$ cat src/acs_pkg.sv
// ----------------------------------------------------------------------------
// acs_pkg
// Shared types and constants for the wash cycle sequencer.
// ----------------------------------------------------------------------------
package acs_pkg;

  localparam int unsigned LevelW   = 10;
  localparam int unsigned HeatW    = 7;
  localparam int unsigned SecW     = 16;
  localparam int unsigned CfgIdxW  = 2;
  localparam int unsigned CfgDataW = 16;
  localparam int unsigned StateW   = 3;
  localparam int unsigned ErrW     = 3;
  localparam int unsigned PumpW    = 2;

  localparam logic [SecW-1:0] SecMax = {SecW{1'b1}};

  // Register reset values
  localparam logic [LevelW-1:0] FillTargetRst  = LevelW'(40);
  localparam logic [HeatW-1:0]  HeatTargetRst  = HeatW'(60);
  localparam logic [LevelW-1:0] DrainDoneRst   = LevelW'(2);
  localparam logic [SecW-1:0]   ProcessSecsRst = SecW'(1800);

  typedef enum logic [1:0] {
    FUNC_TICK  = 2'd0,
    FUNC_START = 2'd1,
    FUNC_ESTOP = 2'd2,
    FUNC_RESET = 2'd3
  } func_e;

  typedef enum logic [CfgIdxW-1:0] {
    CFG_FILL_TARGET  = 2'd0,
    CFG_HEAT_TARGET  = 2'd1,
    CFG_DRAIN_DONE   = 2'd2,
    CFG_PROCESS_SECS = 2'd3
  } cfg_idx_e;

  typedef enum logic [7:0] {
    PH_IDLE   = 8'b0000_0001,
    PH_INIT   = 8'b0000_0010,
    PH_INTAKE = 8'b0000_0100,
    PH_HEAT   = 8'b0000_1000,
    PH_PROC   = 8'b0001_0000,
    PH_DRAIN  = 8'b0010_0000,
    PH_DONE   = 8'b0100_0000,
    PH_ERR    = 8'b1000_0000
  } phase_e;

  typedef enum logic [ErrW-1:0] {
    ERR_NONE       = 3'd0,
    ERR_LOCK       = 3'd1,
    ERR_DOOR_FILL  = 3'd2,
    ERR_DOOR_HEAT  = 3'd3,
    ERR_DOOR_PROC  = 3'd4,
    ERR_EMERGENCY  = 3'd5
  } err_e;

  typedef enum logic [PumpW-1:0] {
    PUMP_OFF   = 2'd0,
    PUMP_FILL  = 2'd1,
    PUMP_DRAIN = 2'd2
  } pump_e;

  // Reported state codes
  localparam logic [StateW-1:0] StIdle   = 3'd0;
  localparam logic [StateW-1:0] StInit   = 3'd1;
  localparam logic [StateW-1:0] StIntake = 3'd2;
  localparam logic [StateW-1:0] StHeat   = 3'd3;
  localparam logic [StateW-1:0] StProc   = 3'd4;
  localparam logic [StateW-1:0] StDrain  = 3'd5;
  localparam logic [StateW-1:0] StDone   = 3'd6;
  localparam logic [StateW-1:0] StErr    = 3'd7;

  typedef struct packed {
    func_e             func;
    logic              door_locked;
    logic [LevelW-1:0] water_level;
    logic              heater_at_target;
  } acs_in_t;

  typedef struct packed {
    logic [StateW-1:0] cycle_state;
    logic [PumpW-1:0]  pump_cmd;
    logic [HeatW-1:0]  heater_setpoint;
    logic              lock_cmd;
    logic [ErrW-1:0]   error_code;
    logic [SecW-1:0]   elapsed_secs;
    logic              rejected;
  } acs_out_t;

  typedef struct packed {
    logic [LevelW-1:0] fill_target;
    logic [HeatW-1:0]  heat_target;
    logic [LevelW-1:0] drain_done;
    logic [SecW-1:0]   process_secs;
  } cfg_t;

  function automatic logic [StateW-1:0] phase_code(phase_e ph);
    logic [StateW-1:0] code;
    unique case (ph)
      PH_IDLE:   code = StIdle;
      PH_INIT:   code = StInit;
      PH_INTAKE: code = StIntake;
      PH_HEAT:   code = StHeat;
      PH_PROC:   code = StProc;
      PH_DRAIN:  code = StDrain;
      PH_DONE:   code = StDone;
      default:   code = StErr;
    endcase
    return code;
  endfunction

endpackage

$ cat src/acs_in_if.sv
// ----------------------------------------------------------------------------
// acs_in_if
// Event channel: valid/ready with one event beat as payload.
// ----------------------------------------------------------------------------
interface acs_in_if;
  logic              valid;
  logic              ready;
  acs_pkg::acs_in_t  data;

  modport source (output valid, output data, input ready);
  modport sink   (input valid, input data, output ready);
endinterface

$ cat src/acs_out_if.sv
// ----------------------------------------------------------------------------
// acs_out_if
// Status channel: valid/ready with one status beat as payload.
// ----------------------------------------------------------------------------
interface acs_out_if;
  logic              valid;
  logic              ready;
  acs_pkg::acs_out_t data;

  modport source (output valid, output data, input ready);
  modport sink   (input valid, input data, output ready);
endinterface

$ cat src/acs_cfg_regs.sv
// ----------------------------------------------------------------------------
// acs_cfg_regs
// Setpoint register file, written through a plain write port.
// ----------------------------------------------------------------------------
module acs_cfg_regs (
  input  logic                             clk_i,
  input  logic                             rst_ni,
  input  logic                             cfg_we_i,
  input  logic [acs_pkg::CfgIdxW-1:0]      cfg_idx_i,
  input  logic [acs_pkg::CfgDataW-1:0]     cfg_wdata_i,
  output acs_pkg::cfg_t                    cfg_o
);

  acs_pkg::cfg_t cfg_q;

  always_ff @(posedge clk_i or negedge rst_ni) begin
    if (!rst_ni) begin
      cfg_q.fill_target  <= acs_pkg::FillTargetRst;
      cfg_q.heat_target  <= acs_pkg::HeatTargetRst;
      cfg_q.drain_done   <= acs_pkg::DrainDoneRst;
      cfg_q.process_secs <= acs_pkg::ProcessSecsRst;
    end else if (cfg_we_i) begin
      unique case (acs_pkg::cfg_idx_e'(cfg_idx_i))
        acs_pkg::CFG_FILL_TARGET: begin
          cfg_q.fill_target <= cfg_wdata_i[acs_pkg::LevelW-1:0];
        end
        acs_pkg::CFG_HEAT_TARGET: begin
          cfg_q.heat_target <= cfg_wdata_i[acs_pkg::HeatW-1:0];
        end
        acs_pkg::CFG_DRAIN_DONE: begin
          cfg_q.drain_done <= cfg_wdata_i[acs_pkg::LevelW-1:0];
        end
        default: begin
          cfg_q.process_secs <= cfg_wdata_i[acs_pkg::SecW-1:0];
        end
      endcase
    end
  end

  assign cfg_o = cfg_q;

endmodule

$ cat src/acs_seq.sv
// ----------------------------------------------------------------------------
// acs_seq
// Cycle state machine and timers; one event per step, status out combinational.
// ----------------------------------------------------------------------------
module acs_seq #(
  parameter int unsigned TICKS_PER_SEC   = 10,
  parameter int unsigned SELF_TEST_TICKS = 5
) (
  input  logic               clk_i,
  input  logic               rst_ni,
  input  logic               step_i,
  input  acs_pkg::acs_in_t   item_i,
  input  acs_pkg::cfg_t      cfg_i,
  output acs_pkg::acs_out_t  res_o
);

  localparam int unsigned SubW    = (TICKS_PER_SEC > 1) ? $clog2(TICKS_PER_SEC) : 1;
  localparam int unsigned SubCntW = SubW + 1;
  localparam logic [SubCntW-1:0] TpsVal = SubCntW'(TICKS_PER_SEC);
  localparam int unsigned SecW = acs_pkg::SecW;
  localparam logic [SecW-1:0] SelfTestVal = SecW'(SELF_TEST_TICKS);

  acs_pkg::phase_e phase_q, phase_d;
  acs_pkg::err_e   fault_q, fault_d;
  logic [SubW-1:0] sub_q, sub_d;      // subsecond ticks in processing
  logic [SecW-1:0] pt_q, pt_d;        // self-test ticks / processing seconds
  logic [SubW-1:0] csub_q, csub_d;    // cycle subsecond ticks
  logic [SecW-1:0] csec_q, csec_d;    // cycle seconds, saturating
  logic            rej;

  logic [SubCntW-1:0] sub_inc, csub_inc;
  logic               sub_wrap, csub_wrap;
  logic [SecW-1:0]    pt_inc;

  // pt never exceeds process_secs (16 bit) or the self-test count, so 16 bits hold it
  assign sub_inc   = {1'b0, sub_q} + SubCntW'(1);
  assign csub_inc  = {1'b0, csub_q} + SubCntW'(1);
  assign sub_wrap  = (sub_inc >= TpsVal);
  assign csub_wrap = (csub_inc >= TpsVal);
  assign pt_inc    = pt_q + SecW'(1);

  always_comb begin
    phase_d = phase_q;
    fault_d = fault_q;
    sub_d   = sub_q;
    pt_d    = pt_q;
    csub_d  = csub_q;
    csec_d  = csec_q;
    rej     = 1'b0;

    unique case (item_i.func)
      acs_pkg::FUNC_TICK: begin
        if (phase_q != acs_pkg::PH_IDLE) begin
          if (csub_wrap) begin
            csub_d = '0;
            if (csec_q != acs_pkg::SecMax) csec_d = csec_q + SecW'(1);
          end else begin
            csub_d = csub_inc[SubW-1:0];
          end
        end
        unique case (phase_q)
          acs_pkg::PH_INIT: begin
            if (pt_q == '0 && !item_i.door_locked) begin
              phase_d = acs_pkg::PH_ERR;
              fault_d = acs_pkg::ERR_LOCK;
            end else if (pt_inc >= SelfTestVal) begin
              phase_d = acs_pkg::PH_INTAKE;
              pt_d    = '0;
              sub_d   = '0;
            end else begin
              pt_d = pt_inc;
            end
          end
          acs_pkg::PH_INTAKE: begin
            if (!item_i.door_locked) begin
              phase_d = acs_pkg::PH_ERR;
              fault_d = acs_pkg::ERR_DOOR_FILL;
            end else if (item_i.water_level >= cfg_i.fill_target) begin
              phase_d = acs_pkg::PH_HEAT;
              pt_d    = '0;
              sub_d   = '0;
            end
          end
          acs_pkg::PH_HEAT: begin
            if (!item_i.door_locked) begin
              phase_d = acs_pkg::PH_ERR;
              fault_d = acs_pkg::ERR_DOOR_HEAT;
            end else if (item_i.heater_at_target) begin
              phase_d = acs_pkg::PH_PROC;
              pt_d    = '0;
              sub_d   = '0;
            end
          end
          acs_pkg::PH_PROC: begin
            if (!item_i.door_locked) begin
              phase_d = acs_pkg::PH_ERR;
              fault_d = acs_pkg::ERR_DOOR_PROC;
            end else if (pt_q >= cfg_i.process_secs) begin
              phase_d = acs_pkg::PH_DRAIN;
              pt_d    = '0;
              sub_d   = '0;
            end else if (sub_wrap) begin
              sub_d = '0;
              pt_d  = pt_inc;
            end else begin
              sub_d = sub_inc[SubW-1:0];
            end
          end
          acs_pkg::PH_DRAIN: begin
            if (item_i.water_level <= cfg_i.drain_done) begin
              phase_d = acs_pkg::PH_DONE;
              pt_d    = '0;
              sub_d   = '0;
            end
          end
          default: begin
          end
        endcase
      end
      acs_pkg::FUNC_START: begin
        if (phase_q == acs_pkg::PH_IDLE) begin
          phase_d = acs_pkg::PH_INIT;
          pt_d    = '0;
          sub_d   = '0;
          fault_d = acs_pkg::ERR_NONE;
          csub_d  = '0;
          csec_d  = '0;
        end else begin
          rej = 1'b1;
        end
      end
      acs_pkg::FUNC_ESTOP: begin
        phase_d = acs_pkg::PH_ERR;
        fault_d = acs_pkg::ERR_EMERGENCY;
      end
      default: begin
        if (phase_q == acs_pkg::PH_DONE || phase_q == acs_pkg::PH_ERR) begin
          phase_d = acs_pkg::PH_IDLE;
          pt_d    = '0;
          sub_d   = '0;
          fault_d = acs_pkg::ERR_NONE;
        end else begin
          rej = 1'b1;
        end
      end
    endcase
  end

  always_ff @(posedge clk_i or negedge rst_ni) begin
    if (!rst_ni) begin
      phase_q <= acs_pkg::PH_IDLE;
      fault_q <= acs_pkg::ERR_NONE;
      sub_q   <= '0;
      pt_q    <= '0;
      csub_q  <= '0;
      csec_q  <= '0;
    end else if (step_i) begin
      phase_q <= phase_d;
      fault_q <= fault_d;
      sub_q   <= sub_d;
      pt_q    <= pt_d;
      csub_q  <= csub_d;
      csec_q  <= csec_d;
    end
  end

  // Status reflects the state after this event
  always_comb begin
    res_o.cycle_state = acs_pkg::phase_code(phase_d);
    if (phase_d == acs_pkg::PH_INTAKE) begin
      res_o.pump_cmd = acs_pkg::PUMP_FILL;
    end else if (phase_d == acs_pkg::PH_DRAIN) begin
      res_o.pump_cmd = acs_pkg::PUMP_DRAIN;
    end else begin
      res_o.pump_cmd = acs_pkg::PUMP_OFF;
    end
    res_o.heater_setpoint = (phase_d == acs_pkg::PH_HEAT || phase_d == acs_pkg::PH_PROC)
                            ? cfg_i.heat_target : '0;
    res_o.lock_cmd     = (phase_d != acs_pkg::PH_IDLE && phase_d != acs_pkg::PH_DONE);
    res_o.error_code   = fault_d;
    res_o.elapsed_secs = csec_d;
    res_o.rejected     = rej;
  end

endmodule

$ cat src/appliance_cycle_sequencer_core.sv
// ----------------------------------------------------------------------------
// appliance_cycle_sequencer_core
// Wash cycle sequencer: takes tick/start/stop/reset events with sensor
// readings and returns one status beat per event.
// ----------------------------------------------------------------------------
//
//  Channel   Dir  Handshake          Beat contents
//  --------  ---  -----------------  ----------------------------------------
//  in_i      in   valid/ready        func, door_locked, water_level,
//                                    heater_at_target
//  out_o     out  valid/ready        cycle_state, pump_cmd, heater_setpoint,
//                                    lock_cmd, error_code, elapsed_secs,
//                                    rejected
//  cfg_*     in   write enable only  fill_target, heat_target, drain_done,
//                                    process_secs (index 0..3)
//
//  One event beat per clock while the output is not stalled; the event lands in
//  the input register, and when it steps the next-state logic writes its status
//  into the output register. The event register and status register each hold
//  one beat, so a stalled output still lets one more event in before the input
//  backs up; throughput is set by the single next-state step per cycle. Reset
//  clears the cycle state to idle, the timers to zero and loads the default
//  setpoints; no clearing pass is needed.
//
module appliance_cycle_sequencer_core #(
  parameter int unsigned TICKS_PER_SEC   = 10,
  parameter int unsigned SELF_TEST_TICKS = 5
) (
  input  logic                         clk_i,
  input  logic                         rst_ni,
  acs_in_if.sink                       in_i,
  acs_out_if.source                    out_o,
  input  logic                         cfg_we_i,
  input  logic [acs_pkg::CfgIdxW-1:0]  cfg_idx_i,
  input  logic [acs_pkg::CfgDataW-1:0] cfg_wdata_i
);

  acs_pkg::cfg_t     cfg;
  acs_pkg::acs_in_t  in_data_q;
  logic              in_vld_q;
  acs_pkg::acs_out_t out_data_q;
  logic              out_vld_q;
  acs_pkg::acs_out_t res;
  logic              out_free;
  logic              step;
  logic              in_rdy;

  acs_cfg_regs u_cfg (
    .clk_i       (clk_i),
    .rst_ni      (rst_ni),
    .cfg_we_i    (cfg_we_i),
    .cfg_idx_i   (cfg_idx_i),
    .cfg_wdata_i (cfg_wdata_i),
    .cfg_o       (cfg)
  );

  // Output slot is free when empty or being drained this cycle
  assign out_free = !out_vld_q || out_o.ready;
  // Held event advances through the state machine into the output slot
  assign step     = in_vld_q && out_free;
  assign in_rdy   = !in_vld_q || step;
  assign in_i.ready = in_rdy;

  acs_seq #(
    .TICKS_PER_SEC   (TICKS_PER_SEC),
    .SELF_TEST_TICKS (SELF_TEST_TICKS)
  ) u_seq (
    .clk_i  (clk_i),
    .rst_ni (rst_ni),
    .step_i (step),
    .item_i (in_data_q),
    .cfg_i  (cfg),
    .res_o  (res)
  );

  // Event register
  always_ff @(posedge clk_i or negedge rst_ni) begin
    if (!rst_ni) begin
      in_vld_q <= 1'b0;
    end else if (in_rdy) begin
      in_vld_q <= in_i.valid;
    end
  end

  always_ff @(posedge clk_i) begin
    if (in_rdy && in_i.valid) begin
      in_data_q <= in_i.data;
    end
  end

  // Status register
  always_ff @(posedge clk_i or negedge rst_ni) begin
    if (!rst_ni) begin
      out_vld_q <= 1'b0;
    end else if (out_free) begin
      out_vld_q <= step;
    end
  end

  always_ff @(posedge clk_i) begin
    if (step) begin
      out_data_q <= res;
    end
  end

  assign out_o.valid = out_vld_q;
  assign out_o.data  = out_data_q;

endmodule
$ cat src/flat_wrapper.sv
// flat-port wrapper written by rule: the top's interface ports become plain ports
module appliance_cycle_sequencer_core_flat 
#(
  parameter int unsigned TICKS_PER_SEC   = 10,
  parameter int unsigned SELF_TEST_TICKS = 5
)
  (clk_i, rst_ni, cfg_we_i, cfg_idx_i, cfg_wdata_i, in_i_valid, in_i_data, in_i_ready, out_o_valid, out_o_data, out_o_ready);
  acs_in_if in_i_i ();
  acs_out_if out_o_i ();
  input  logic clk_i;
  input  logic rst_ni;
  input  logic cfg_we_i;
  input  logic [acs_pkg::CfgIdxW-1:0] cfg_idx_i;
  input  logic [acs_pkg::CfgDataW-1:0] cfg_wdata_i;
  input wire logic [$bits(in_i_i.valid)-1:0] in_i_valid;
  input wire logic [$bits(in_i_i.data)-1:0] in_i_data;
  output wire logic [$bits(in_i_i.ready)-1:0] in_i_ready;
  output wire logic [$bits(out_o_i.valid)-1:0] out_o_valid;
  output wire logic [$bits(out_o_i.data)-1:0] out_o_data;
  input wire logic [$bits(out_o_i.ready)-1:0] out_o_ready;
  assign in_i_i.valid = in_i_valid;
  assign in_i_i.data = in_i_data;
  assign in_i_ready = in_i_i.ready;
  assign out_o_valid = out_o_i.valid;
  assign out_o_data = out_o_i.data;
  assign out_o_i.ready = out_o_ready;
  appliance_cycle_sequencer_core #(.TICKS_PER_SEC(TICKS_PER_SEC), .SELF_TEST_TICKS(SELF_TEST_TICKS)) u_core (.clk_i(clk_i), .rst_ni(rst_ni), .in_i(in_i_i), .out_o(out_o_i), .cfg_we_i(cfg_we_i), .cfg_idx_i(cfg_idx_i), .cfg_wdata_i(cfg_wdata_i));
endmodule
$ cat config.mk
export PLATFORM = sky130hd
export DESIGN_NAME = appliance_cycle_sequencer_core_flat
export DESIGN_NICKNAME = d
export VERILOG_FILES = /design/src/acs_pkg.sv /design/src/acs_in_if.sv /design/src/acs_out_if.sv /design/src/acs_cfg_regs.sv /design/src/acs_seq.sv /design/src/appliance_cycle_sequencer_core.sv /design/src/flat_wrapper.sv
export SDC_FILE = /design/constraint.sdc
export NUM_CORES = 1
export LEC_CHECK = 0
export BUFFER_PORTS_ARGS = -buffer_cell sky130_fd_sc_hd__buf_2
export CAP_MARGIN = 25
export CORE_MARGIN = 3
export CORE_UTILIZATION = 55
export DETAILED_ROUTE_END_ITERATION = 6
export HOLD_SLACK_MARGIN = 0.15
export PLACE_DENSITY_LB_ADDON = 0.2
export SYNTH_ARGS = -nofsm -noshare
export SYNTH_HDL_FRONTEND = slang
export SYNTH_SLANG_ARGS = --single-unit
$ cat constraint.sdc
create_clock -name clk_i -period 4.5 [get_ports clk_i]
set_clock_uncertainty 0.05 [all_clocks]
set_input_delay 0.675 -clock clk_i [delete_from_list [all_inputs] [get_ports clk_i]]
set_output_delay 0.675 -clock clk_i [all_outputs]
set_load 0.01 [all_outputs]
Word level (Yosys, flattened, before mapping)
Index checks and enable logic that the tools add are counted.
Widths: inputs -> output; s select.
{"block": "totals", "inputBits": 37, "wordCells": 157, "output_inout_bits": 35, "register_bits": 143}
{"block": "op_classes", "bitwise": 2, "order_cmp": 6, "eq_ne": 35, "n_addsub": 4, "mux": 62, "reduce_logical": 25}
{"op": "$mux 16", "count": 16}
{"op": "$mux 8", "count": 11}
{"op": "$pmux 16 s5", "count": 1}
{"op": "$mux 4", "count": 14}
{"op": "$pmux 16 s3", "count": 1}
{"op": "$pmux 8 s5", "count": 1}
{"op": "$add 16x1->16 const B", "count": 2}
{"op": "$pmux 16 s2", "count": 1}
{"op": "$reduce_and 13->1", "count": 2}
{"op": "$pmux 8 s3", "count": 1}
{"op": "$pmux 3 s7", "count": 1}
{"op": "$pmux 4 s5", "count": 1}
{"op": "$mux 3", "count": 6}
{"op": "$eq 8x1->1 const B", "count": 2}
{"op": "$eq 8x2->1 const B", "count": 2}
{"op": "$eq 8x3->1 const B", "count": 2}
{"op": "$eq 8x4->1 const B", "count": 2}
{"op": "$eq 8x5->1 const B", "count": 2}
{"op": "$eq 8x6->1 const B", "count": 2}
{"op": "$eq 8x7->1 const B", "count": 2}
{"op": "$ge 16x16->1", "count": 1}
{"op": "$ge 16x3->1 const B", "count": 1}
{"op": "$logic_not 16->1", "count": 1}
{"op": "$ne 16x16->1 const B", "count": 1}
{"op": "other kinds (32)", "count": 58}

Depth between registers and ports, before layout
{"block": "depth", "word_depth": 8, "mapped_depth": 12, "depth_no_buf": 11}

Modules after synthesis
From an unflattened synthesis, not the netlist that was laid out.
{"block": "unflattened", "hier_cells": 845, "area_unflattened_um2": 8541.9}
{"mod": "acs_seq", "n_inst": 1, "seq_area_each_um2": 1277.5, "cells_per_inst": 697, "area_per_inst_um2": 5340.1}
{"mod": "acs_cfg_regs", "n_inst": 1, "seq_area_each_um2": 1089.8, "cells_per_inst": 93, "area_per_inst_um2": 1686.6}
{"mod": "appliance_cycle_sequencer_core", "n_inst": 1, "seq_area_each_um2": 1461.4, "cells_per_inst": 55, "area_per_inst_um2": 1515.2}

Worst setup path before layout
OpenSTA, ideal clock, no wires.
{"block": "synth_timing", "kind": "register -> register", "from": "register u_core.u_seq.pt_q[0]", "to": "register u_core.u_seq.pt_q[11]", "stages_incl_launch_ff": 13, "required_ns": 4.384, "period_less_slack_ns": 3.050, "path_buffers": 1, "setup_time_ns": 0.066, "setup_slack_ns": 1.450, "arrival_time_ns": 2.934, "cell_sequence": "dfrtp_1 inv_1 ha_1 nand2b_1 a2111o_1 a221oi_2 o21ai_1 nor3_1 o21ai_2 or3b_1 buf_2 or4_1 nand2_1"}
{"block": "synth_via", "elab_chain_cells": 6, "word_cells_on_any_way": 15, "cone_classes": "add/sub (1); order compare (2); eq/ne (2); mux (7); reduce/logical (3)"}
{"element": "start, declared", "line_no": "acs_seq.sv:26", "rtl": "logic [SecW-1:0] pt_q, pt_d;"}
{"element": "start signal, assigned", "line_no": "acs_seq.sv:161", "rtl": "pt_q <= pt_d;"}
{"element": "$add 16x1->16", "line_no": "acs_seq.sv:40", "rtl": "assign pt_inc = pt_q + SecW'(1);"}
{"element": "$ge 16x3->1 or $mux 16 (tied branches)", "line_no": "acs_seq.sv:66, acs_seq.sv:102"}
{"element": "$mux 16, on equally long branches", "line_no": "acs_seq.sv:66, acs_seq.sv:98"}
{"element": "$mux 16, on equally long branches", "line_no": "acs_seq.sv:63, acs_seq.sv:95"}
{"element": "$pmux 16 s5", "line_no": "acs_seq.sv:61", "rtl": "unique case (phase_q)"}
{"element": "$pmux 16 s3", "line_no": "acs_seq.sv:51", "rtl": "unique case (item_i.func)"}
Parallel ways exist; a longest one is shown, timed or not. The select of a mux whose other input is x is not followed.
A chain may end at the register's enable or synchronous reset.

==> flow_summary.ini <==
[cts]
hold_buffers = 0
cts_tree = yes
clock_latency_ns = 0.43
clkSinkCount = 143
clkTransAtPathRegs_ns = 0.06
cts_setup_buffers = 0
htreeDepth = 4
numCtsBuffers = 17
cts_root_buf = clkbuf_16
cts-resized-gates = 0
clockBufferDepth = 2

[synth]
synth_fp_nets = 931
avgSynthCellArea_um2 = 9.880
syn_area_mm2 = 0.008388
yosysWarnings = 0
synthFlopType = dfrtp_1
synth_async_sr_flop_share_pct = 67.13
synthCells = 849
ys_ff_latch = 143
synth_compound_area_share_pct = 15.66
synth.area.mux_share_pct = 5.743
synthAdderAreaFrac_pct = 6.712
ys_types = 83
seq_area_frac_synth_pct = 45.64
synth-simple-area-share_pct = 20.41
synth_top_family_by_area = simple AND/OR/NAND/NOR gates
synth_edf_count = 47
yosys.area_share.xor_xnor_pct = 1.149

[timing]
setup_slack_ns = 0.7233
rsz0062_at_grt = no
hold_viol = 0
slew_violations = 0
max_freq_ghz = 0.2648
min_period_ns = 3.777
fin_setup_tns_ns = 0
setup_viol = 0
tightest_slew_ns = 0.8595
relSlewSlack_pct = 41.22
period_share_pct = 83.93

[power]
powerDensity_mw_per_mm2 = 436.7
vdd_drop_max_mv = 0.2763
p_leak_nw = 4.054

[layout]
fin_area_mm2 = 0.009410
fin_cells = 1100
final_layout_size_suffix_gt1_share_pct = 20.31
num-fill-cells = 1197
finalNetCount = 985
areaGrowthSynthToFinish_pct = 12.19
diodes = 0

[grt]
gr-total-overflow = 0
grt_pass1_vias = 6585
grt_pass1_wl_um = 32780
grt_max_degree = 68
antenna_found_initial = 0
track_usage_pct = 24.71

[floorplanning]
start_util_pct = 57.07
core_mm2 = 0.01470
io-pin-count = 72
die_h_um = 129.5
rows = 44
die_area_mm2 = 0.01677
die_w_um = 129.5

[drt]
dr.pass1.iters = 7
drc = 0
postRouteAntennaNets = 0
wire_per_inst_um = 17.92
drt_iter0_markers = 617
vias = 6751
viasPerCell = 6.137
wl_um = 19710

[place]
pre_cts_ws_ns = 0.8211
gp_congestion = 0.9281
portBuffers = 71
dp_hpwl_um = 14190
placedCellCount = 1067
placed_area_mm2 = 0.008821

[critical_path]
cp.required_ns = 4.70
path_max_fanout = 11
critPathCaptureType = register
cpMaxStageDelayCell = a2111oi_0
worstSetupStartpointType = register
crit_path_max_incr_delay_ns = 0.80
worstPathCellList = ha_1 -> a21o_1 -> a221o_1 -> a2111oi_0 -> o21ai_0 -> nand4b_1 -> and2_1 -> nor2_1 -> and4_1 -> o32ai_1
critPathArrivalTime_ns = 3.97
crit_type = reg2reg

[run_status]
status = finished clean

[hold_path]
min_path_type = in2async

[flow_run]
maxCapViolCount = 0
## cell families (layout without fill, tap and decap cells)
kind of cell	after synthesis	in the layout
AO/OA/AOI/OAI	204	204
XOR/XNOR	11	11
adder cells (fa/ha/maj)	45	45
buffers and inverters	94	161
flip-flops	143	143
multiplexers	43	43
AND/OR/NAND/NOR	309	309
## metrics by stage
| stage | util (%) | hold slack, ns | total power [mW] |
|---|---|---|---|
| finish | 64.02 | 0.2693 | 4.110 |
| global route | 64.02 | 0.3528 | 4.341 |
| CTS | 63.94 | 0.3255 | 4.122 |
| detailed placement | 60.01 | 0.4201 | 2.761 |
| global placement | 60.01 | 0.4130 | 2.712 |
| floorplan | - | 0.3294 | 2.458 |
## final timing paths
kind / from / endpoint / slack (ns) / cells after the start
hold reg to reg: u_core.in_vld_q$_DFFE_PN0N_ / u_core.out_o.valid$_DFFE_PN0P_ / 0.45 / 1
min in group clk_i: in_i_data[3] / u_core.in_data_q[3]$_DFFE_PP_ / 0.36 / 1
hold / removal: rst_ni / u_core.u_seq.sub_q[3]$_DFFE_PN0P_ / 0.27 / 1
max in group asynchronous: rst_ni / u_core.u_seq.phase_q[0]$_DFFE_PN1P_ / 3.16 / 2
setup / recovery: u_core.u_seq.pt_q[9]$_DFFE_PN0P_ / u_core.out_o.data[30]$_DFFE_PP_ / 0.72 / 10
setup reg to reg: u_core.u_seq.pt_q[9]$_DFFE_PN0P_ / u_core.out_o.data[30]$_DFFE_PP_ / 0.72 / 10
## synthesized netlist by cell type, types with 3 or more instances
master	number	area (µm²)
nand2_1	90	337.8
dfrtp_1	84	2102
o21ai_0	76	380.4
inv_1	52	195.2
edfxtp_1	47	1411
ha_1	45	563.0
mux2_2	41	461.7
nor2_1	41	153.9
a21oi_1	27	135.1
nand3_1	27	135.1
nand4_1	24	150.1
o31ai_1	22	165.2
buf_2	20	100.1
clkbuf_1	19	71.32
and3_1	16	100.1
a21o_1	15	112.6
and2_1	15	93.84
dfstp_2	12	315.3
nor2b_1	12	75.07
nor3_1	11	55.05
a31oi_1	10	62.56
nand2b_1	10	62.56
and4_1	8	70.07
xnor2_1	8	70.07
nand4b_1	7	61.31
nor4_1	7	43.79
nand3b_1	5	37.54
or3_1	5	31.28
a211oi_1	4	30.03
nor4b_1	4	35.03
o2111ai_1	4	35.03
o211ai_1	4	30.03
o21ai_1	4	20.02
nor3_2	3	30.03
nor3b_1	3	22.52
o21a_1	3	22.52
or4_1	3	22.52
xor2_1	3	26.28
## power by group
part	internal, mW	switching, mW
clock	0.778	0.574
combinational	0.434	0.640
sequential	1.54	0.142
## layout make-up
cell class                      instances  area (µm²)  area share (%)
Clock inverter                         12       100.1           1.064
Clock buffer                           20       478.0           5.079
Sequential cell                       143        3829           40.69
Multi-Input combinational cell        612        4172           44.33
Tap cell                              184       230.2           2.446
Inverter                               52       195.2           2.074
Timing Repair Buffer                   77       406.6           4.321
## sequential cells by signal (all words and copies together) (netlist names)
| name | cells |
|---|---|
| u_core.in_data_q | 14 |
| u_core.u_seq.phase_q | 8 |
| u_core.out_o.valid | 1 |
| u_core.u_seq.pt_q | 16 |
| u_core.out_o.data | 33 |
| u_core.u_seq.sub_q | 4 |
| u_core.u_seq.fault_q | 3 |
| u_core.in_vld_q | 1 |
| u_core.u_cfg.cfg_o | 43 |
| u_core.u_seq.csub_q | 4 |
| u_core.u_seq.csec_q | 16 |
## critical path, delay by kind of cell (launching register included)
kind | cells | cell delay (ns)
AO/OA/AOI/OAI | 5 | 1.84
adder cells (fa/ha/maj) | 1 | 0.37
flip-flops | 1 | 0.52
AND/OR/NAND/NOR | 4 | 0.82
## metal layers
| layer | up-vias | track usage, % | share of wire (%) |
|---|---|---|---|
| met5 | - | 0 | 0 |
| met4 | 0 | 9.474 | 2.3 |
| met3 | 40 | 5.894 | 6.5 |
| met2 | 263 | 40.52 | 48 |
| met1 | 3214 | 31.94 | 43 |
| li1 | 3234 | - | - |
## placed cells by master, fill, tap and decap left out, drive strengths merged, types with 22 or more instances in the layout
| master | synthesis | final |
|---|---|---|
| nand2 | 90 | 90 |
| dfrtp | 84 | 84 |
| o21ai | 81 | 81 |
| buf | 23 | 77 |
| inv | 52 | 56 |
| edfxtp | 47 | 47 |
| ha | 45 | 45 |
| nor2 | 43 | 43 |
| mux2 | 41 | 41 |
| a21oi | 27 | 27 |
| nand3 | 27 | 27 |
| nand4 | 25 | 25 |
| o31ai | 22 | 22 |
(Power assumes the default switching activity.)
